--- src/btpc_pkg.sv ---
// ----------------------------------------------------------------------------
// btpc_pkg
// shared types and constants of the barometric compensation unit
// ----------------------------------------------------------------------------
package btpc_pkg;

  localparam logic [19:0] SKIP_CODE = 20'h80000;

  // configuration register indexes
  localparam logic [1:0] REG_TEMP      = 2'd0;
  localparam logic [1:0] REG_PRESS_LO  = 2'd1;
  localparam logic [1:0] REG_PRESS_HI  = 2'd2;
  localparam logic [1:0] REG_PRESS_P9  = 2'd3;

  // controller states
  typedef enum logic [2:0] {
    ST_IDLE,
    ST_ALU,
    ST_DIV,
    ST_POST,
    ST_OUT
  } state_t;

  // controller to datapath
  typedef struct packed {
    logic       load;      // capture input item
    logic       step;      // run one micro-op
    logic [4:0] op;        // micro-op index
    logic       div_start; // start the divider
    logic       div_step;  // one quotient bit
    logic       finish;    // compose the result item
  } btpc_cmd_t;

  // datapath to controller
  typedef struct packed {
    logic div_done;
    logic div_zero;
  } btpc_sts_t;

  localparam int DivBits = 32;

endpackage

--- src/btpc_datapath.sv ---
// ----------------------------------------------------------------------------
// btpc_datapath
// registers, one shared 32x32 multiplier and a serial restoring divider
// ----------------------------------------------------------------------------
module btpc_datapath (
  input  logic                clk,
  input  logic                rst_n,
  input  logic                cfg_we,
  input  logic [1:0]          cfg_addr,
  input  logic [63:0]         cfg_wdata,
  input  logic [19:0]         raw_t,
  input  logic [19:0]         raw_p,
  input  btpc_pkg::btpc_cmd_t cmd,
  output btpc_pkg::btpc_sts_t sts,
  output logic [31:0]         temp_out,
  output logic                temp_ok,
  output logic [31:0]         press_out,
  output logic                press_ok
);

  logic [47:0] tc_r;
  logic [63:0] pl_r, ph_r;
  logic [15:0] p9_r;
  logic [31:0] fine_r;
  logic [19:0] ut_r, up_r;
  // scratch registers
  logic [31:0] a_r, b_r, d_r, q_r, m_r, p_r, t_r;
  logic [31:0] a_nxt, b_nxt, d_nxt, q_nxt, m_nxt, p_nxt, t_nxt, fine_nxt;
  // divider
  logic [31:0] dq_r, drem_r, ddiv_r;
  logic [5:0]  dcnt_r;
  logic        dbig_r;

  logic [31:0] t1, t2, t3, p1, p2, p3, p4, p5, p6, p7, p8, p9;
  logic [31:0] ma, mb, mul;
  logic [63:0] prod;
  logic [32:0] trial;

  function automatic logic [31:0] sx(input logic [15:0] v);
    sx = {{16{v[15]}}, v};
  endfunction

  function automatic logic [31:0] asr(input logic [31:0] x, input int n);
    asr = 32'($signed(x) >>> n);
  endfunction

  assign t1 = {16'd0, tc_r[15:0]};
  assign t2 = sx(tc_r[31:16]);
  assign t3 = sx(tc_r[47:32]);
  assign p1 = {16'd0, pl_r[15:0]};
  assign p2 = sx(pl_r[31:16]);
  assign p3 = sx(pl_r[47:32]);
  assign p4 = sx(pl_r[63:48]);
  assign p5 = sx(ph_r[15:0]);
  assign p6 = sx(ph_r[31:16]);
  assign p7 = sx(ph_r[47:32]);
  assign p8 = sx(ph_r[63:48]);
  assign p9 = sx(p9_r);

  // configuration and fine temperature registers
  always_ff @(posedge clk) begin
    if (!rst_n) begin
      tc_r <= '0; pl_r <= '0; ph_r <= '0; p9_r <= '0; fine_r <= '0;
    end else begin
      if (cfg_we) begin
        case (cfg_addr)
          btpc_pkg::REG_TEMP:     tc_r <= cfg_wdata[47:0];
          btpc_pkg::REG_PRESS_LO: pl_r <= cfg_wdata;
          btpc_pkg::REG_PRESS_HI: ph_r <= cfg_wdata;
          btpc_pkg::REG_PRESS_P9: p9_r <= cfg_wdata[15:0];
          default: ;
        endcase
      end
      fine_r <= fine_nxt;
    end
  end

  // multiplier operand selection per micro-op
  always_comb begin
    ma = '0; mb = '0;
    case (cmd.op)
      5'd0:  begin ma = {15'd0, ut_r[19:3]} - (t1 << 1); mb = t2; end
      5'd1:  begin ma = d_r; mb = d_r; end
      5'd2:  begin ma = asr(m_r, 12); mb = t3; end
      5'd3:  begin ma = fine_r; mb = 32'd5; end
      5'd4:  begin ma = q_r; mb = q_r; end
      5'd5:  begin ma = asr(m_r, 11); mb = p6; end
      5'd6:  begin ma = a_r; mb = p5; end
      5'd7:  begin ma = p3; mb = asr(t_r, 13); end
      5'd8:  begin ma = p2; mb = a_r; end
      5'd9:  begin ma = 32'd32768 + a_r; mb = p1; end
      5'd10: begin ma = (32'd1048576 - {12'd0, up_r}) - asr(b_r, 12); mb = 32'd3125; end
      5'd11: begin ma = q_r; mb = q_r; end
      5'd12: begin ma = p9; mb = m_r >> 13; end
      5'd13: begin ma = p_r >> 2; mb = p8; end
      default: ;
    endcase
  end

  assign prod = ma * mb;
  assign mul  = prod[31:0];

  // micro-op sequence
  always_comb begin
    a_nxt = a_r; b_nxt = b_r; d_nxt = d_r; q_nxt = q_r; m_nxt = m_r;
    p_nxt = p_r; t_nxt = t_r; fine_nxt = fine_r;
    if (cmd.step) begin
      case (cmd.op)
        5'd0:  begin a_nxt = asr(mul, 11); d_nxt = {16'd0, ut_r[19:4]} - t1; end
        5'd1:  m_nxt = mul;
        5'd2:  fine_nxt = a_r + asr(mul, 14);
        5'd3:  begin
          t_nxt = asr(mul + 32'd128, 8);
          a_nxt = asr(fine_r, 1) - 32'd64000;
          q_nxt = asr(asr(fine_r, 1) - 32'd64000, 2);
        end
        5'd4:  begin m_nxt = mul; t_nxt = mul; end
        5'd5:  b_nxt = mul;
        5'd6:  b_nxt = asr(b_r + (mul << 1), 2) + (p4 << 16);
        5'd7:  m_nxt = asr(mul, 3);
        5'd8:  a_nxt = asr(m_r + asr(mul, 1), 18);
        5'd9:  a_nxt = asr(mul, 15);
        5'd10: p_nxt = mul;
        5'd11: m_nxt = mul;
        5'd12: a_nxt = asr(mul, 12);
        5'd13: b_nxt = asr(mul, 13);
        5'd14: p_nxt = p_r + asr(a_r + b_r + p7, 4);
        default: ;
      endcase
    end
    if (cmd.load) begin
      t_nxt = '0;
    end
    // temperature result must survive op 4
    if (cmd.step && cmd.op == 5'd3) d_nxt = asr(mul + 32'd128, 8);
    // quotient drop-in
    if (dcnt_r == 6'd1 && cmd.div_step) begin
      p_nxt = dbig_r ? {trial[32] ? dq_r[30:0] : dq_r[30:0], ~trial[32]} << 1
                     : {dq_r[30:0], ~trial[32]};
      q_nxt = (dbig_r ? ({dq_r[30:0], ~trial[32]} << 1) :
               {dq_r[30:0], ~trial[32]}) >> 3;
    end
  end

  // input capture and scratch registers
  always_ff @(posedge clk) begin
    if (cmd.load) begin
      ut_r <= raw_t;
      up_r <= raw_p;
    end
    a_r <= a_nxt; b_r <= b_nxt; d_r <= d_nxt; q_r <= q_nxt;
    m_r <= m_nxt; p_r <= p_nxt; t_r <= t_nxt;
  end

  // serial restoring divider, one quotient bit a cycle
  assign trial = {drem_r, dq_r[31]} - {1'b0, ddiv_r};

  // the dividend is the scaled pressure formed in the same cycle
  always_ff @(posedge clk) begin
    if (!rst_n) begin
      dcnt_r <= '0;
    end else if (cmd.div_start) begin
      dbig_r <= p_nxt[31];
      dq_r   <= p_nxt[31] ? p_nxt : (p_nxt << 1);
      drem_r <= '0;
      ddiv_r <= a_r;
      dcnt_r <= 6'(btpc_pkg::DivBits);
    end else if (cmd.div_step && dcnt_r != 6'd0) begin
      if (!trial[32]) drem_r <= trial[31:0];
      else            drem_r <= {drem_r[30:0], dq_r[31]};
      dq_r   <= {dq_r[30:0], ~trial[32]};
      dcnt_r <= dcnt_r - 6'd1;
    end
  end

  assign sts.div_done = (dcnt_r == 6'd1);
  assign sts.div_zero = (a_r == 32'd0);

  // result composition, zero divisor is masked at the top level
  always_comb begin
    temp_ok   = (ut_r != btpc_pkg::SKIP_CODE);
    temp_out  = temp_ok ? d_r : 32'd0;
    press_ok  = (up_r != btpc_pkg::SKIP_CODE) && cmd.finish;
    press_out = press_ok ? p_r : 32'd0;
  end

endmodule

--- src/btpc_ctrl.sv ---
// ----------------------------------------------------------------------------
// btpc_ctrl
// sequencer that walks the micro-ops and the divider
// ----------------------------------------------------------------------------
module btpc_ctrl (
  input  logic                clk,
  input  logic                rst_n,
  input  logic                in_fire,
  input  logic                out_fire,
  input  logic                skip_t,
  input  logic                skip_p,
  input  btpc_pkg::btpc_sts_t sts,
  output btpc_pkg::btpc_cmd_t cmd,
  output logic                busy,
  output logic                res_valid,
  output logic                zero_div
);

  btpc_pkg::state_t state_r, state_nxt;
  logic [4:0] op_r, op_nxt;
  logic       zd_r, zd_nxt;

  // next state
  always_comb begin
    state_nxt = state_r;
    op_nxt    = op_r;
    zd_nxt    = zd_r;
    case (state_r)
      btpc_pkg::ST_IDLE: if (in_fire) begin
        state_nxt = btpc_pkg::ST_ALU;
        op_nxt    = skip_t ? 5'd3 : 5'd0;
        zd_nxt    = 1'b0;
      end
      btpc_pkg::ST_ALU: begin
        if (op_r == 5'd3 && skip_p) state_nxt = btpc_pkg::ST_OUT;
        else if (op_r == 5'd10) begin
          state_nxt = btpc_pkg::ST_DIV;
          zd_nxt    = sts.div_zero;
          if (sts.div_zero) state_nxt = btpc_pkg::ST_OUT;
        end else op_nxt = op_r + 5'd1;
      end
      btpc_pkg::ST_DIV: if (sts.div_done) begin
        state_nxt = btpc_pkg::ST_POST;
        op_nxt    = 5'd11;
      end
      btpc_pkg::ST_POST: begin
        if (op_r == 5'd14) state_nxt = btpc_pkg::ST_OUT;
        else op_nxt = op_r + 5'd1;
      end
      btpc_pkg::ST_OUT: if (out_fire) state_nxt = btpc_pkg::ST_IDLE;
      default: state_nxt = btpc_pkg::ST_IDLE;
    endcase
  end

  // outputs
  always_comb begin
    cmd = '0;
    cmd.op   = op_r;
    cmd.load = in_fire;
    case (state_r)
      btpc_pkg::ST_ALU: begin
        // skipped temperature leaves op 2 (fine update) out; op 3 still runs
        cmd.step      = 1'b1;
        cmd.div_start = (op_r == 5'd10) && !sts.div_zero;
      end
      btpc_pkg::ST_DIV:  cmd.div_step = 1'b1;
      btpc_pkg::ST_POST: cmd.step = 1'b1;
      btpc_pkg::ST_OUT:  cmd.finish = 1'b1;
      default: ;
    endcase
  end

  assign busy      = (state_r != btpc_pkg::ST_IDLE);
  assign res_valid = (state_r == btpc_pkg::ST_OUT);
  assign zero_div  = zd_r;

  always_ff @(posedge clk) begin
    if (!rst_n) begin
      state_r <= btpc_pkg::ST_IDLE;
      op_r    <= '0;
      zd_r    <= 1'b0;
    end else begin
      state_r <= state_nxt;
      op_r    <= op_nxt;
      zd_r    <= zd_nxt;
    end
  end

endmodule

--- src/baro_temp_press_compensation_unit.sv ---
// ----------------------------------------------------------------------------
// baro_temp_press_compensation_unit
// 32-bit integer temperature and pressure compensation for a barometer
// ----------------------------------------------------------------------------
// usage:
//   in_* carries one item: a raw temperature and a raw pressure sample.
//   out_* returns one item per input: compensated temperature in 0.01 degree
//   with its valid flag, pressure in pascal with its valid flag.
//   cfg_* writes the four calibration registers; write them only while the unit is idle, the unit does not enforce it.
// sequencing:
//   one item at a time; after the accepting edge the unit runs the micro-ops,
//   the bit-serial divider and the post micro-ops, then raises out_tvalid.
//   in_tready returns the cycle after the result is taken, so a new item is
//   taken only after the last result has gone. A skipped temperature starts
//   at op 3, a skipped pressure ends after op 3 and a zero divisor ends after
//   op 10 without the divider. in_tready is high only while idle.
// reset:
//   rst_n clears the coefficients and the fine temperature to zero.
// stall:
//   the result is held in out_tdata with out_tvalid high until out_tready.
// ----------------------------------------------------------------------------
module baro_temp_press_compensation_unit (
  input  logic        clk,
  input  logic        rst_n,
  input  logic        cfg_we,
  input  logic [1:0]  cfg_addr,
  input  logic [63:0] cfg_wdata,
  input  logic        in_tvalid,
  output logic        in_tready,
  input  logic [39:0] in_tdata,   // raw_temperature[19:0], raw_pressure[39:20]
  output logic        out_tvalid,
  input  logic        out_tready,
  output logic [71:0] out_tdata   // temperature_centi[31:0], temperature_valid[32],
                                  // pressure_pa[64:33], pressure_valid[65], zero fill
);

  btpc_pkg::btpc_cmd_t cmd;
  btpc_pkg::btpc_sts_t sts;
  logic        busy, zero_div, in_fire, out_fire;
  logic [31:0] t_out, p_out;
  logic        t_ok, p_ok;
  logic        u_dp_skip_p;
  logic [19:0] up_hold_r;

  assign in_tready = !busy;
  assign in_fire   = in_tvalid && in_tready;
  assign out_fire  = out_tvalid && out_tready;

  btpc_ctrl u_ctrl (
    .clk(clk), .rst_n(rst_n), .in_fire(in_fire), .out_fire(out_fire),
    .skip_t(in_tdata[19:0] == btpc_pkg::SKIP_CODE),
    .skip_p(u_dp_skip_p), .sts(sts), .cmd(cmd), .busy(busy),
    .res_valid(out_tvalid), .zero_div(zero_div)
  );

  always_ff @(posedge clk) begin
    if (in_fire) up_hold_r <= in_tdata[39:20];
  end
  assign u_dp_skip_p = (up_hold_r == btpc_pkg::SKIP_CODE);

  btpc_datapath u_dp (
    .clk(clk), .rst_n(rst_n), .cfg_we(cfg_we), .cfg_addr(cfg_addr),
    .cfg_wdata(cfg_wdata), .raw_t(in_tdata[19:0]), .raw_p(in_tdata[39:20]),
    .cmd(cmd), .sts(sts), .temp_out(t_out), .temp_ok(t_ok),
    .press_out(p_out), .press_ok(p_ok)
  );

  assign out_tdata = {6'd0, p_ok && !zero_div, (p_ok && !zero_div) ? p_out : 32'd0,
                      t_ok, t_out};

  // result stays put while stalled
  a_hold: assert property (@(posedge clk) disable iff (!rst_n)
    out_tvalid && !out_tready |=> $stable(out_tdata))
    else $error("result changed under stall");
  // no new item accepted while a result waits
  a_one: assert property (@(posedge clk) disable iff (!rst_n)
    out_tvalid |-> !in_tready)
    else $error("input accepted while result pending");
  // skipped pressure never flagged valid
  a_skip: assert property (@(posedge clk) disable iff (!rst_n)
    out_tvalid && u_dp_skip_p |-> !out_tdata[65])
    else $error("skipped pressure flagged valid");

endmodule

--- config.mk ---
export PLATFORM = sky130hd
export DESIGN_NAME = baro_temp_press_compensation_unit
export DESIGN_NICKNAME = d
export VERILOG_FILES = /design/src/btpc_pkg.sv /design/src/btpc_datapath.sv /design/src/btpc_ctrl.sv /design/src/baro_temp_press_compensation_unit.sv
export SDC_FILE = /design/constraint.sdc
export NUM_CORES = 2
export LEC_CHECK = 0
export BUFFER_PORTS_ARGS = -buffer_cell sky130_fd_sc_hd__buf_2
export CAP_MARGIN = 20
export CELL_PAD_IN_SITES_DETAIL_PLACEMENT = 1
export CELL_PAD_IN_SITES_GLOBAL_PLACEMENT = 1
export CORE_ASPECT_RATIO = 0.75
export CORE_MARGIN = 8
export CORE_UTILIZATION = 43
export CTS_CLUSTER_SIZE = 30
export DETAILED_ROUTE_END_ITERATION = 10
export HOLD_SLACK_MARGIN = 0.15
export PLACE_DENSITY_LB_ADDON = 0.1
export SLEW_MARGIN = 20
export SYNTH_ARGS = -nofsm -noshare
export SYNTH_HDL_FRONTEND = slang
export SYNTH_SLANG_ARGS = --single-unit
--- constraint.sdc ---
create_clock -name clk -period 20.9 [get_ports clk]
set_input_delay 2.09 -clock clk [delete_from_list [all_inputs] [get_ports clk]]
set_output_delay 2.09 -clock clk [all_outputs]
set_load 0.01 [all_outputs]
==> run metrics <==
setup tns final 0 ps; Max Fclk 60.1 MHz; H-tree depth 3; WP data required ~21000 ps; Post-synth EDFFs roughly 290; vias in the first global route about 52000; Std-Cell Rows around 110; Tot GR Track Use 0.363; dpl hpwl a little over 200 mm; fraction of layout cells with a size suffix above 1 0.0863; # IOs between 150 and 200; final hold vios 0; CP dominant cell by count fa_1; first-pass GRT wire length 378 mm; CTS sink cnt 577; Critical Path Slowest Stage Cell a32oi_1; critical path class reg -> reg; PostCTS Resize Cnt 0; initial antenna violation count 17; die height approximately 330 µm; Mean Syn Cell Area ~8.6 µm²; Seq/Total Area, Yosys 0.258; Post-route DRC 0; top-area cell type share of the netlist area 0.159; clk_lat worst skew 720 ps; die footprint approximately 140000 µm²; WL final 266 mm; Syn Std Cell Area 56000 µm²; gpl congestion 0.998; ys flop type dfxtp_1; Slew Limit Fails 0; YS warnings 0; via count ~53000; Iteration-0 DRC Markers 6318; post-synthesis cell type count 102; Critical Path AT 16990 ps; area delta synth->final 9.93%; Cells after Synth 6526; Synth area leader fa_1; Fin Clk Skew 47.5 ps; pin count of the biggest net entering global routing around 220; status finished, final reports clean; crit path capture type register; final setup violation count 0; Async SR Flop Fraction 0; CTS Root Buffer Type clkbuf_16; placed insts slightly above 8000; ANT nets after route 0; clk slew on worst S/H paths about 70 ps; CTS tree built; top cells by count, synth nand2_1 (1034), inv_1 (662), nor2_1 (483), fa_1 (445), ha_1 (369); worst min path class reg -> reg; IO Port Bufs around 180; slew margin rel. 0.210; grt ovf 0; CP max FO 16; chip width roughly 430 µm; slowest stage delay, CP between 900 and 1000 ps; area of the core about 130000 µm²; final worst-path cycle share 0.796; Startpoint Class register; transition time of the tightest slew-check pin 1190 ps; most frequent cell after synthesis nand2_1; synth top area cells fa_1 (16%), edfxtp_1 (15%), dfxtp_1 (10%); Seq cells post-synth roughly 580; max-cap viol count 0; non-filler cells, final 8404; initial core utilization 0.434; CTS Buf Count between 60 and 70; min Tclk post-route ~17000 ps; Post-CTS Hold Fix Bufs 0; drt via density about 6.3; Max clock buf depth 3; Final Net Count roughly 7500; RSZ-0062 raised after global routing false; post-CTS setup buffers 0; drt first pass iters 9; routed len/inst about 32 µm
registers in the layout (all words and copies together), names as in the netlist, 5 cells and up:
name	cells
u_dp.p9_r	16
u_ctrl.op_r	5
u_dp.a_r	32
u_dp.q_r	30
u_dp.m_r	32
u_dp.dcnt_r	6
u_dp.up_r	20
u_dp.ut_r	20
u_dp.p_r	32
u_dp.pl_r	64
u_dp.fine_r	32
u_dp.b_r	32
u_dp.drem_r	32
u_dp.tc_r	48
u_dp.d_r	24
u_dp.ph_r	64
u_dp.dq_r	32
u_dp.ddiv_r	32
u_dp.t_r	19
cell families (layout without fill, tap and decap cells):
kind of cell / Yosys count / after routing / share of synthesized area
other: 1 / 19 / 0.0000670
AND/OR/NAND/NOR: 2265 / 2265 / 0.184
AO/OA/AOI/OAI: 1448 / 1448 / 0.179
flip-flops: 577 / 577 / 0.258
adder cells (fa/ha/maj): 814 / 814 / 0.242
buffers and inverters: 1019 / 1139 / 0.0704
multiplexers: 89 / 89 / 0.0161
XOR/XNOR: 313 / 313 / 0.0504
through the flow:
step	worst slack [ps]	util	cell area, µm²	hold WS, ps
after floorplan	7920	-	56000	424
after global placement	5020	0.459	59200	442
after detailed placement	4780	0.459	59200	446
after CTS	4660	0.477	61400	459
after global routing	3750	0.477	61500	487
final	4250	0.477	61500	465
final cells by class:
class,instances,area (µm²)
timing repair buffer,344,2190
clock buffer,102,2060
antenna,13,32.5
clock inverter,26,211
fill,15300,67400
inverter,667,2500
sequential,577,14400
multi-input combinational,4935,37900
tap,1740,2180
per-layer routing:
metal / track usage / vias up / wire [µm]
li1: - / 22500 / -
met1: 0.517 / 26700 / 116000
met2: 0.522 / 2824 / 109000
met3: 0.0979 / 565 / 29600
met4: 0.144 / 6 / 12500
met5: 0 / - / 41
critical path, delay by kind of cell, from the launching register on:
family,cells,cell delay [ps]
AOI/OAI and AO/OA,15,6250
xor gates and xnor gates,3,360
DFF,1,430
and+or+nand+nor,10,2860
buffers and inverters,6,1020
adders and majority gates,11,5290
final timing paths:
check | from | to | slack, ps | cells after the start
setup reg to reg | u_dp.up_r[6]$_DFFE_PP_ | u_dp.a_r[27]$_DFFE_PP_ | 4250 | 45
hold / removal | u_dp.t_r[27]$_SDFFE_PP0P_ | u_dp.t_r[27]$_SDFFE_PP0P_ | 470 | 2
setup / recovery | u_dp.up_r[6]$_DFFE_PP_ | u_dp.a_r[27]$_DFFE_PP_ | 4250 | 45
hold reg to reg | u_dp.t_r[27]$_SDFFE_PP0P_ | u_dp.t_r[27]$_SDFFE_PP0P_ | 470 | 2
cells in the final DEF (no fill, tap or decap), types with 25 or more instances in the layout:
cell	instances
a211oi_1	48
a21boi_0	228
a21o_1	65
a21oi_1	239
a221oi_1	32
a222oi_1	29
a22o_1	38
a22oi_1	98
a31oi_1	33
and2_1	118
and3_1	42
buf_2	177
buf_4	163
clkbuf_16	72
dfxtp_1	289
edfxtp_1	286
fa_1	445
ha_1	369
inv_1	662
mux2i_1	79
nand2_1	1033
nand2b_1	44
nand3_1	133
nand4_1	25
nor2_1	476
nor2b_1	80
nor3_1	94
nor4_1	38
o211ai_1	35
o21a_1	55
o21ai_0	276
o21bai_1	35
o221ai_1	29
or2_2	26
or3_1	50
xnor2_1	214
xor2_1	88
Power is left out: the tool's default activity adds up to more than one toggle a clock period on the data nets, which glitch-free logic cannot reach.
